File: config.mk
export PLATFORM = sky130hd
export DESIGN_NAME = bit_and_varint_stream_writer_flat
export DESIGN_NICKNAME = d
export VERILOG_FILES = /design/src/design/bvw_pkg.sv /design/src/design/bvw_if.sv /design/src/design/bit_and_varint_stream_writer.sv /design/src/design/bvw_front.sv /design/src/design/bvw_fifo.sv /design/src/design/bvw_back.sv /design/src/flat_wrapper.sv
export SDC_FILE = /design/constraint.sdc
export NUM_CORES = 1
export LEC_CHECK = 0
export ABC_AREA = 1
export BUFFER_PORTS_ARGS = -buffer_cell sky130_fd_sc_hd__buf_4
export CORE_ASPECT_RATIO = 0.8
export CORE_UTILIZATION = 50
export DETAILED_ROUTE_END_ITERATION = 10
export GPL_TIMING_DRIVEN = 1
export PLACE_DENSITY = 0.7
export SKIP_LAST_GASP = 1
export SLEW_MARGIN = 20
export SYNTH_ARGS = -nofsm -noshare
export SYNTH_HDL_FRONTEND = slang
export SYNTH_SLANG_ARGS = --single-unit
File: constraint.sdc
create_clock -name clk_i -period 5.94 [get_ports clk_i]
set_input_delay 0.891 -clock clk_i [delete_from_list [all_inputs] [get_ports clk_i]]
set_output_delay 0.891 -clock clk_i [all_outputs]
set_load 0.02 [all_outputs]
File: src/design/bvw_pkg.sv
`timescale 1ns / 1ps
`default_nettype none

package bvw_pkg;

  // Command codes carried in the op field.
  typedef enum logic [1:0] {
    OP_APPEND = 2'd0,
    OP_FLUSH  = 2'd1,
    OP_VARINT = 2'd2
  } op_e;

  // Largest bit count an append honors; larger counts saturate here.
  localparam logic [5:0] MAX_BITS = 6'd32;

  // Most bytes one command can produce.
  localparam int unsigned MAX_BYTES = 5;

  // Prefixes of the prefix-length varint, one per encoded length of two to five bytes.
  localparam logic [7:0] PFX_LEN2 = 8'h80;
  localparam logic [7:0] PFX_LEN3 = 8'hC0;
  localparam logic [7:0] PFX_LEN4 = 8'hE0;
  localparam logic [7:0] PFX_LEN5 = 8'hF0;

  // One queued burst: up to five bytes, first byte at index zero.
  typedef struct packed {
    logic [MAX_BYTES-1:0][7:0] bytes;
    logic [2:0]                len;
  } entry_t;

  // Queue status seen by both sides.
  typedef struct packed {
    logic empty;
    logic full;
  } q_stat_t;

  // Reverses a 32-bit word so that bit zero lands in bit 31.
  function automatic logic [31:0] bit_rev32(input logic [31:0] v);
    logic [31:0] r;
    for (int i = 0; i < 32; i++) begin
      r[i] = v[31-i];
    end
    return r;
  endfunction

endpackage

`default_nettype wire

File: src/design/bvw_if.sv
`timescale 1ns / 1ps
`default_nettype none

// Command channel.
interface bvw_cmd_if;
  logic        valid;
  logic        ready;
  logic [1:0]  op;
  logic [31:0] value;
  logic [5:0]  bit_count;

  modport source (output valid, output op, output value, output bit_count, input ready);
  modport sink   (input valid, input op, input value, input bit_count, output ready);
endinterface

// Output byte channel.
interface bvw_byte_if;
  logic       valid;
  logic       ready;
  logic [7:0] out_byte;
  logic       last;

  modport source (output valid, output out_byte, output last, input ready);
  modport sink   (input valid, input out_byte, input last, output ready);
endinterface

`default_nettype wire

File: src/design/bit_and_varint_stream_writer.sv
`timescale 1ns / 1ps
`default_nettype none

// Channel   Dir  Payload                          Accept
// cmd_i     in   op[1:0] value[31:0] bit_count[5:0]   valid && ready
// byte_o    out  out_byte[7:0] last               valid && ready
//
// The front end decodes each command combinationally into a burst; the back end sends
// one word per cycle while byte_o.ready is high.
// A two-entry burst queue separates the two; cmd_i stalls only while it is full.
// Reset clears the pending bits, the queue and the output stage.
// With the queue empty and the output idle, the first byte of a command is written
// into the queue, then loaded into the burst register, and only then valid on byte_o.
module bit_and_varint_stream_writer (
  input  wire logic  clk_i,
  input  wire logic  rst_ni,
  bvw_cmd_if.sink    cmd_i,
  bvw_byte_if.source byte_o
);
  import bvw_pkg::*;

  entry_t  ent;
  entry_t  head;
  q_stat_t stat;
  logic    push;
  logic    pop;

  bvw_front u_front (
    .clk_i  (clk_i),
    .rst_ni (rst_ni),
    .cmd_i  (cmd_i),
    .stat_i (stat),
    .ent_o  (ent),
    .push_o (push)
  );

  bvw_fifo u_fifo (
    .clk_i  (clk_i),
    .rst_ni (rst_ni),
    .push_i (push),
    .ent_i  (ent),
    .pop_i  (pop),
    .head_o (head),
    .stat_o (stat)
  );

  bvw_back u_back (
    .clk_i  (clk_i),
    .rst_ni (rst_ni),
    .head_i (head),
    .stat_i (stat),
    .pop_o  (pop),
    .byte_o (byte_o)
  );

  // A queued burst always carries one to five bytes.
  a_push_len: assert property (@(posedge clk_i) disable iff (!rst_ni)
    push |-> (ent.len != 3'd0 && ent.len <= 3'd5))
    else $error("queued burst with bad length");

  // The queue never overflows.
  a_no_overflow: assert property (@(posedge clk_i) disable iff (!rst_ni)
    (push && !pop) |-> !stat.full)
    else $error("push into full queue");

  // The queue is never popped empty.
  a_no_underflow: assert property (@(posedge clk_i) disable iff (!rst_ni)
    pop |-> !stat.empty)
    else $error("pop from empty queue");

  // A new burst loads only when the output stage is free or finishing.
  a_load_ok: assert property (@(posedge clk_i) disable iff (!rst_ni)
    pop |-> (!byte_o.valid || (byte_o.ready && byte_o.last)))
    else $error("burst loaded over a busy output");

endmodule

`default_nettype wire

File: src/design/bvw_front.sv
`timescale 1ns / 1ps
`default_nettype none

module bvw_front (
  input  wire logic             clk_i,
  input  wire logic             rst_ni,
  bvw_cmd_if.sink               cmd_i,
  input  wire bvw_pkg::q_stat_t stat_i,
  output bvw_pkg::entry_t       ent_o,
  output logic                  push_o
);
  import bvw_pkg::*;

  logic [7:0]  pb_q, pb_d;
  logic [2:0]  pc_q, pc_d;

  logic        fire;
  logic [5:0]  nbits;
  logic [32:0] mask;
  logic [31:0] rev;
  logic [39:0] hi, lo, w;
  logic [5:0]  total;
  logic [2:0]  nb;
  logic [2:0]  rem;
  logic [4:0][7:0] win;
  logic [7:0]  tail;
  logic [31:0] v;

  assign cmd_i.ready = !stat_i.full;
  assign fire        = cmd_i.valid && cmd_i.ready;
  assign v           = cmd_i.value;

  // Append datapath: pending bits on top, new bits reversed right behind them.
  always_comb begin
    nbits = (cmd_i.bit_count > MAX_BITS) ? MAX_BITS : cmd_i.bit_count;
    mask  = (33'd1 << nbits) - 33'd1;
    rev   = bit_rev32(v & mask[31:0]);
    hi    = {pb_q, 32'd0} << (4'd8 - {1'b0, pc_q});
    lo    = {rev, 8'd0} >> pc_q;
    w     = hi | lo;
    total = {3'd0, pc_q} + nbits;
    nb    = total[5:3];
    rem   = total[2:0];
    for (int k = 0; k < MAX_BYTES; k++) begin
      win[k] = w[39-8*k -: 8];
    end
    // The byte holding the leftover bits, right-aligned as the new pending byte.
    tail = win[nb] >> (4'd8 - {1'b0, rem});
  end

  // Command decode: the burst to queue and the next pending state.
  always_comb begin
    pb_d      = pb_q;
    pc_d      = pc_q;
    ent_o     = '0;
    case (cmd_i.op)
      OP_APPEND: begin
        ent_o.bytes = win;
        ent_o.len   = nb;
        pb_d        = tail;
        pc_d        = rem;
      end
      OP_FLUSH: begin
        ent_o.bytes[0] = pb_q;
        ent_o.len      = (pc_q != 3'd0) ? 3'd1 : 3'd0;
        pb_d           = '0;
        pc_d           = '0;
      end
      OP_VARINT: begin
        if (v[31:7] == '0) begin
          ent_o.bytes[0] = v[7:0];
          ent_o.len      = 3'd1;
        end else if (v[31:14] == '0) begin
          ent_o.bytes[0] = PFX_LEN2 | v[15:8];
          ent_o.bytes[1] = v[7:0];
          ent_o.len      = 3'd2;
        end else if (v[31:21] == '0) begin
          ent_o.bytes[0] = PFX_LEN3 | v[23:16];
          ent_o.bytes[1] = v[15:8];
          ent_o.bytes[2] = v[7:0];
          ent_o.len      = 3'd3;
        end else if (v[31:28] == '0) begin
          ent_o.bytes[0] = PFX_LEN4 | v[31:24];
          ent_o.bytes[1] = v[23:16];
          ent_o.bytes[2] = v[15:8];
          ent_o.bytes[3] = v[7:0];
          ent_o.len      = 3'd4;
        end else begin
          ent_o.bytes[0] = PFX_LEN5;
          ent_o.bytes[1] = v[31:24];
          ent_o.bytes[2] = v[23:16];
          ent_o.bytes[3] = v[15:8];
          ent_o.bytes[4] = v[7:0];
          ent_o.len      = 3'd5;
        end
      end
      default: begin
        ent_o.len = 3'd0;
      end
    endcase
  end

  // Only commands that produce bytes enter the queue.
  assign push_o = fire && (ent_o.len != 3'd0);

  // Pending byte state.
  always_ff @(posedge clk_i or negedge rst_ni) begin
    if (!rst_ni) begin
      pb_q <= '0;
      pc_q <= '0;
    end else if (fire) begin
      pb_q <= pb_d;
      pc_q <= pc_d;
    end
  end

endmodule

`default_nettype wire

File: src/design/bvw_fifo.sv
`timescale 1ns / 1ps
`default_nettype none

module bvw_fifo (
  input  wire logic             clk_i,
  input  wire logic             rst_ni,
  input  wire logic             push_i,
  input  wire bvw_pkg::entry_t  ent_i,
  input  wire logic             pop_i,
  output bvw_pkg::entry_t       head_o,
  output bvw_pkg::q_stat_t      stat_o
);
  import bvw_pkg::*;

  entry_t     mem_q [2];
  logic       wp_q, rp_q;
  logic [1:0] cnt_q;

  assign head_o       = mem_q[rp_q];
  assign stat_o.empty = (cnt_q == 2'd0);
  assign stat_o.full  = (cnt_q == 2'd2);

  // Storage needs no reset.
  always_ff @(posedge clk_i) begin
    if (push_i) begin
      mem_q[wp_q] <= ent_i;
    end
  end

  // Pointers and fill count.
  always_ff @(posedge clk_i or negedge rst_ni) begin
    if (!rst_ni) begin
      wp_q  <= 1'b0;
      rp_q  <= 1'b0;
      cnt_q <= 2'd0;
    end else begin
      if (push_i) begin
        wp_q <= ~wp_q;
      end
      if (pop_i) begin
        rp_q <= ~rp_q;
      end
      if (push_i && !pop_i) begin
        cnt_q <= cnt_q + 2'd1;
      end else if (pop_i && !push_i) begin
        cnt_q <= cnt_q - 2'd1;
      end
    end
  end

endmodule

`default_nettype wire

File: src/design/bvw_back.sv
`timescale 1ns / 1ps
`default_nettype none

module bvw_back (
  input  wire logic             clk_i,
  input  wire logic             rst_ni,
  input  wire bvw_pkg::entry_t  head_i,
  input  wire bvw_pkg::q_stat_t stat_i,
  output logic                  pop_o,
  bvw_byte_if.source            byte_o
);
  import bvw_pkg::*;

  entry_t     cur_q;
  logic [2:0] idx_q;
  logic       busy_q;
  logic       fire;
  logic       is_last;

  assign is_last       = (idx_q == cur_q.len - 3'd1);
  assign byte_o.valid    = busy_q;
  assign byte_o.out_byte = cur_q.bytes[idx_q];
  assign byte_o.last     = is_last;
  assign fire            = busy_q && byte_o.ready;

  // Take the next burst when idle or when the current one hands over its last word.
  assign pop_o = !stat_i.empty && (!busy_q || (fire && is_last));

  // Burst register, no reset needed.
  always_ff @(posedge clk_i) begin
    if (pop_o) begin
      cur_q <= head_i;
    end
  end

  // Byte index and busy flag.
  always_ff @(posedge clk_i or negedge rst_ni) begin
    if (!rst_ni) begin
      busy_q <= 1'b0;
      idx_q  <= '0;
    end else if (pop_o) begin
      busy_q <= 1'b1;
      idx_q  <= '0;
    end else if (fire) begin
      busy_q <= !is_last;
      idx_q  <= idx_q + 3'd1;
    end
  end

endmodule

`default_nettype wire

File: src/flat_wrapper.sv
// flat-port wrapper written by rule: the top's interface ports become plain ports
module bit_and_varint_stream_writer_flat import bvw_pkg::*;
  (clk_i, rst_ni, cmd_i_valid, cmd_i_op, cmd_i_value, cmd_i_bit_count, cmd_i_ready, byte_o_valid, byte_o_out_byte, byte_o_last, byte_o_ready);
  bvw_cmd_if cmd_i_i ();
  bvw_byte_if byte_o_i ();
  input  wire logic clk_i;
  input  wire logic rst_ni;
  input wire logic [$bits(cmd_i_i.valid)-1:0] cmd_i_valid;
  input wire logic [$bits(cmd_i_i.op)-1:0] cmd_i_op;
  input wire logic [$bits(cmd_i_i.value)-1:0] cmd_i_value;
  input wire logic [$bits(cmd_i_i.bit_count)-1:0] cmd_i_bit_count;
  output wire logic [$bits(cmd_i_i.ready)-1:0] cmd_i_ready;
  output wire logic [$bits(byte_o_i.valid)-1:0] byte_o_valid;
  output wire logic [$bits(byte_o_i.out_byte)-1:0] byte_o_out_byte;
  output wire logic [$bits(byte_o_i.last)-1:0] byte_o_last;
  input wire logic [$bits(byte_o_i.ready)-1:0] byte_o_ready;
  assign cmd_i_i.valid = cmd_i_valid;
  assign cmd_i_i.op = cmd_i_op;
  assign cmd_i_i.value = cmd_i_value;
  assign cmd_i_i.bit_count = cmd_i_bit_count;
  assign cmd_i_ready = cmd_i_i.ready;
  assign byte_o_valid = byte_o_i.valid;
  assign byte_o_out_byte = byte_o_i.out_byte;
  assign byte_o_last = byte_o_i.last;
  assign byte_o_i.ready = byte_o_ready;
  bit_and_varint_stream_writer u_core (.clk_i(clk_i), .rst_ni(rst_ni), .cmd_i(cmd_i_i), .byte_o(byte_o_i));
endmodule
==> metrics, run 1 <==
postcts setup bufs 0; post-route ant nets 0; routability cong. 1.016; worst setup margin 1.789 ns; Final setup viols 0; Core Util, Final 56.74%; syn_area_per_cell 7.410 sq um; die span in y 131.7 um; most frequent cells in the layout 426 x nand2_1, 222 x nand3_1, 129 x edfxtp_1; initial antenna violation count 1; fin crit period 4.151 ns; grt ovf 0; fillers 1922; P&R area growth vs syn 11.38%; synthesis warning total 0; area of the multi-input gates 5378 sq um; CP max FO 38; cts repair resizes 0; setup TNS 0 ns; 1st-pass router iterations 6; clock buffer depth 2; Root Driver clkbuf_16; Vias/cell 6.021; worst r2r src u_core.u_front.pc_q[1]; initial drt markers 1387; synth unique cells 56; placed cell count 1692; Ports 55; hold slack 0.3230 ns; CTS tree built; DIE AREA 21620 sq um; worst-margin pin slew 0.8484 ns; layout cells sized above 1 12.85%; Sink Count 148; first-pass GRT wire length 55000 um; cell taking the most area after synthesis edfxtp_1; Initial Utilization 50.94%; Max-slew headroom 42.72%; post-route cell area 11710 sq um; syn nets 1474; R2R cell count 13; final period utilization 69.88%; EDFF count, synth 129; Final Non-Filler Cells 1725; Peak VDD IR 385.5 uV; Bufs and invs on worst path 6; nets 1497; synthesized area 10520 sq um; Placed Area 11100 sq um; Pwr Density 476.9 nW/um^2; part of the Yosys area used for sequential elements 41.36%; WL final 36040 um; Top delay family on crit path buffers and inverters; share of the synthesized area in the top cell type 36.84%; core box area 20640 sq um; CTS Buf Count 17; crit path launch type primary input; commonest non-fill, non-tap cell in the layout nand2_1; Leak 5.214 nW; hpwl dp 27370 um; RSZ-0062 raised after global routing no; GRT Total Usage 34.05%; Die W 164.1 um; CP max-delay cell buf_4; synthesized instance count 1419; Seq cells post-synth 148; asr flop ratio synth 12.84%; max capacitance violation total 0; WL/cell 20.89 um; R2R setup slack 2.03 ns; critical path cell sequence buf_4, nor2_1, nand3_2, a21oi_4, ha_1, inv_1, nor2_1, nor2_1, xor2_1, buf_4, inv_1, o221ai_1, nor3_1, nor2_1, inv_1, nor2_4, buf_4; worst skew pair latency 0.43 ns; most frequent CP cell nor2_1; Layout Skew 0.01883 ns; Final Hold Vio Count 0; # rows 47; r2r endpoint u_core.u_fifo.mem_q[1][34]; Crit path largest cell delay 0.47 ns; fin. max-slew vios 0; worst path arrival time 4.21 ns; Crit path required time 6.00 ns; status complete, no violations; H-tree levels 4; ranking of synthesized cells by area edfxtp_1 37%, nand2_1 15%, nand3_1 11%; hold_buf cts 0; via count 10390; CP Capture Type flop; pin count of the biggest net entering global routing 51; pre-CTS WS 1.412 ns; Fmax 240.9 MHz; vias in the first global route 9584; HP Class in2async; Reg area 4349 sq um; Top FF cell, synth edfxtp_1; IO buf count 54; Residual DRC 0; Clock transition at path regs 0.08 ns; kind of critical path in2reg; total chip power 5.585 mW
==> synthesized netlist by cell type, drive strengths merged, types with 2 or more instances <==
cell and n:
a211oi 4, o211ai 21, o22ai 8, nand4 29, buf 32, clkinv 3, o2111ai 2, a22oi 3
o221ai 7, a21oi 38, edfxtp 129, nor3 10, o21ai 113, clkbuf 32, nor4 5, nor2 105
xor2 6, xnor2 4, inv 133, dfrtp 19, ha 10, a221o 8, nand2 441, or2 5
nand3 242
==> final cells by class <==
cell class,count,area share [%]
clock inverters,15,1.538
clock buffers,17,3.632
well taps,269,2.874
inverters,136,4.519
multi-input cells,1071,45.92
repair buffers,68,4.359
flip-flops and latches,148,37.14
diodes,1,0.02137
==> how the worst max path moves through the flow <==
stage | startpoint | to | slack [ns] | cells after the start
after floorplan | cmd_i_bit_count[2] | u_core.u_fifo.mem_q[1][0] | 0.58 | 17
after global placement | cmd_i_bit_count[2] | u_core.u_fifo.mem_q[1][20] | 1.52 | 17
after detailed placement | cmd_i_bit_count[2] | u_core.u_fifo.mem_q[1][22] | 1.41 | 16
after CTS | cmd_i_bit_count[2] | u_core.u_fifo.mem_q[1][38] | 1.85 | 16
after global routing | cmd_i_bit_count[2] | u_core.u_fifo.mem_q[1][21] | 1.59 | 17
final | cmd_i_bit_count[2] | u_core.u_fifo.mem_q[1][34] | 1.79 | 17
==> cell families after synthesis <==
group                    count (synthesis)  synth area share [%]
AO/OA/AOI/OAI                          211                 12.04
XOR/XNOR                                10                0.8329
adder cells (fa/ha/maj)                 11                 1.380
buffers and inverters                  200                 7.687
flip-flops                             148                 41.36
multiplexers                             1               0.09520
AND/OR/NAND/NOR                        838                 36.60
==> power breakdown <==
part	internal, mW	leakage, nW	switching (mW)
Sequential	1.48	1.44	0.136
Clock	0.572	0.292	0.510
Combinational	0.844	3.48	2.04
==> metal layers <==
metal / global-route usage, % / part of all wire [%] / vias to the layer above
li1: - / - / 4920
met1: 48.35 / 44 / 4869
met2: 51.80 / 44 / 511
met3: 6.597 / 8.6 / 87
met4: 11.57 / 3.4 / 0
met5: 0 / 0 / -
==> registers in the layout (all words and copies together), names as in the netlist <==
register,cells
u_core.u_front.pc_q,3
u_core.u_fifo.wp_q,1
u_core.u_back.idx_q,3
u_core.u_front.pb_q,8
u_core.u_back.byte_o.valid,1
u_core.u_fifo.cnt_q,2
u_core.u_fifo.rp_q,1
u_core.u_fifo.mem_q,86
u_core.u_back.cur_q,43
No activity file was read; power rests on OpenSTA's default activity.
==> inputs of run 2 (changes only) <==
==> constraint.sdc (replaced) <==
create_clock -name clk_i -period 3.9 [get_ports clk_i]
set_input_delay 0.585 -clock clk_i [delete_from_list [all_inputs] [get_ports clk_i]]
set_output_delay 0.585 -clock clk_i [all_outputs]
set_load 0.02 [all_outputs]
==> run 2 against run 1 <==
Via count is 0.77% higher. Die area stayed put. Non-clock buffer count grew 26. Largest power group unchanged. Highest routed layer is now met5.
==> metrics, run 2 (same netlist as run 1, synthesis figures left out) <==
status complete, no violations; H-tree levels 4; CTS tree built; IO buf count 54; DIE AREA 21620 sq um; worst path arrival time 3.76 ns; switch share 47.31%; commonest non-fill, non-tap cell in the layout nand2_1; layout cells sized above 1 14.38%; postcts setup bufs 0; clock share of power 19.4%; crit path launch type flop; Final setup viols 0; grt ovf 0; worst r2r src u_core.u_front.pc_q[0]; fillers 1952; kind of critical path reg2reg; fin crit period 3.385 ns; # rows 47; via count 10470; sequential group share of total power 28.5%; Final Hold Vio Count 0; Vias/cell 5.981; CTS Buf Count 17; Initial Utilization 50.94%; placed cell count 1718; internal power 4.538 mW; Residual DRC 0; nets 1523; Core Util, Final 57.82%; Crit path required time 4.27 ns; largest register by flop count u_core.u_fifo.mem_q; Pwr Density 721.7 nW/um^2; R2R cell count 15; HP Class in2async; Sink Count 148; Die W 164.1 um; Root Driver clkbuf_16; CP max FO 50; RSZ-0062 raised after global routing no; max capacitance violation total 0; initial drt markers 1402; WL/cell 20.21 um; clock buffer depth 2; cts repair resizes 0; worst-margin pin slew 0.8928 ns; first-pass GRT wire length 54350 um; Clock transition at path regs 0.07 ns; Leak 5.353 nW; hpwl dp 27520 um; pin count of the biggest net entering global routing 51; most frequent cells in the layout 426 x nand2_1, 222 x nand3_1, 129 x edfxtp_1; hold slack 0.02308 ns; final period utilization 86.80%; sw power 4.074 mW; Antenna diodes 0; Layout Skew 0.01678 ns; die span in y 131.7 um; WL final 35360 um; fin. max-slew vios 0; routability cong. 1.015; biggest regs u_core.u_fifo.mem_q (86), u_core.u_back.cur_q (43), u_core.u_front.pb_q (8); hold_buf cts 0; vias in the first global route 9543; CP Capture Type flop; core box area 20640 sq um; Final Non-Filler Cells 1750; post-route ant nets 0; post-route cell area 11930 sq um; crit path from u_core.u_front.pc_q[0]; max reg flops 86; initial antenna violation count 1; 1st-pass router iterations 6; Placed Area 11320 sq um; Max-slew headroom 39.73%; Ports 55; P&R area growth vs syn 13.49%; worst skew pair latency 0.43 ns; combinational power share 52.1%; Fmax 295.4 MHz; Peak VDD IR 752.1 uV; GRT Total Usage 33.77%
## run 2: cell count changes in the layout (fill, tap and decap cells not counted), sizes merged
cell,before,now
clkinv,9,8
buf,68,94
bufinv,0,1
diode,1,0
## run 2: path summary, 6_finish.rpt
path | endpoint | slack, ns
setup / recovery | u_core.u_front.pb_q[3] | 0.51
hold / removal | u_core.u_back.idx_q[2] | 0.02
setup reg to reg | u_core.u_front.pb_q[3] | 0.51
hold reg to reg | u_core.u_front.pb_q[3] | 0.48
max in group asynchronous | u_core.u_fifo.rp_q | 3.64
min in group clk_i | u_core.u_front.pb_q[3] | 0.48
## run 2: worst max-delay path, cell delays in order (launching register included)
cell      delay (ns)
dfrtp_1         0.41
buf_4           0.48
inv_1           0.12
ha_1            0.50
o21ai_0         0.18
o311ai_0        0.77
o21ai_0         0.16
inv_1           0.09
nand2_1         0.06
inv_1           0.07
nand2_2         0.06
nand2_2         0.07
nand3_2         0.08
o21ai_1         0.15
nand2_1         0.07
nand2_1         0.05
## run 2: cell type report
cell class,count,area [sq um],share of cell area [%]
Sequential cell,148,4349,36.44
Clock inverter,15,185.2,1.552
Clock buffer,17,425.4,3.565
Tap cell,269,336.6,2.820
Timing Repair Buffer,94,730.7,6.123
Inverter,136,529.3,4.435
Multi-Input combinational cell,1071,5378,45.06
## run 2: through the flow
stage               total power, mW  setup TNS, ns  setup WS, ns
floorplan                     5.457         -36.69       -0.4333
global placement              6.820              0        0.2057
detailed placement            6.859              0        0.1406
CTS                           8.532              0        0.5951
global route                  9.184              0        0.3649
finish                        8.613              0        0.5146
## run 2: layer usage
metal	global-route usage [%]	vias up	share of wire [%]
li1	-	4970	-
met1	48.98	4899	43
met2	49.53	516	44
met3	7.008	80	9.6
met4	12.29	2	3.1
met5	0	-	0.028
## run 2: power groups by stage
| stage | combinational, mW | sequential (mW) | clock [mW] |
|---|---|---|---|
| after floorplan | 3.08 | 2.38 | 0 |
| after global placement | 4.34 | 2.48 | 0 |
| after detailed placement | 4.37 | 2.49 | 0 |
| after CTS | 4.39 | 2.45 | 1.69 |
| after global routing | 4.94 | 2.49 | 1.75 |
| final | 4.49 | 2.46 | 1.67 |
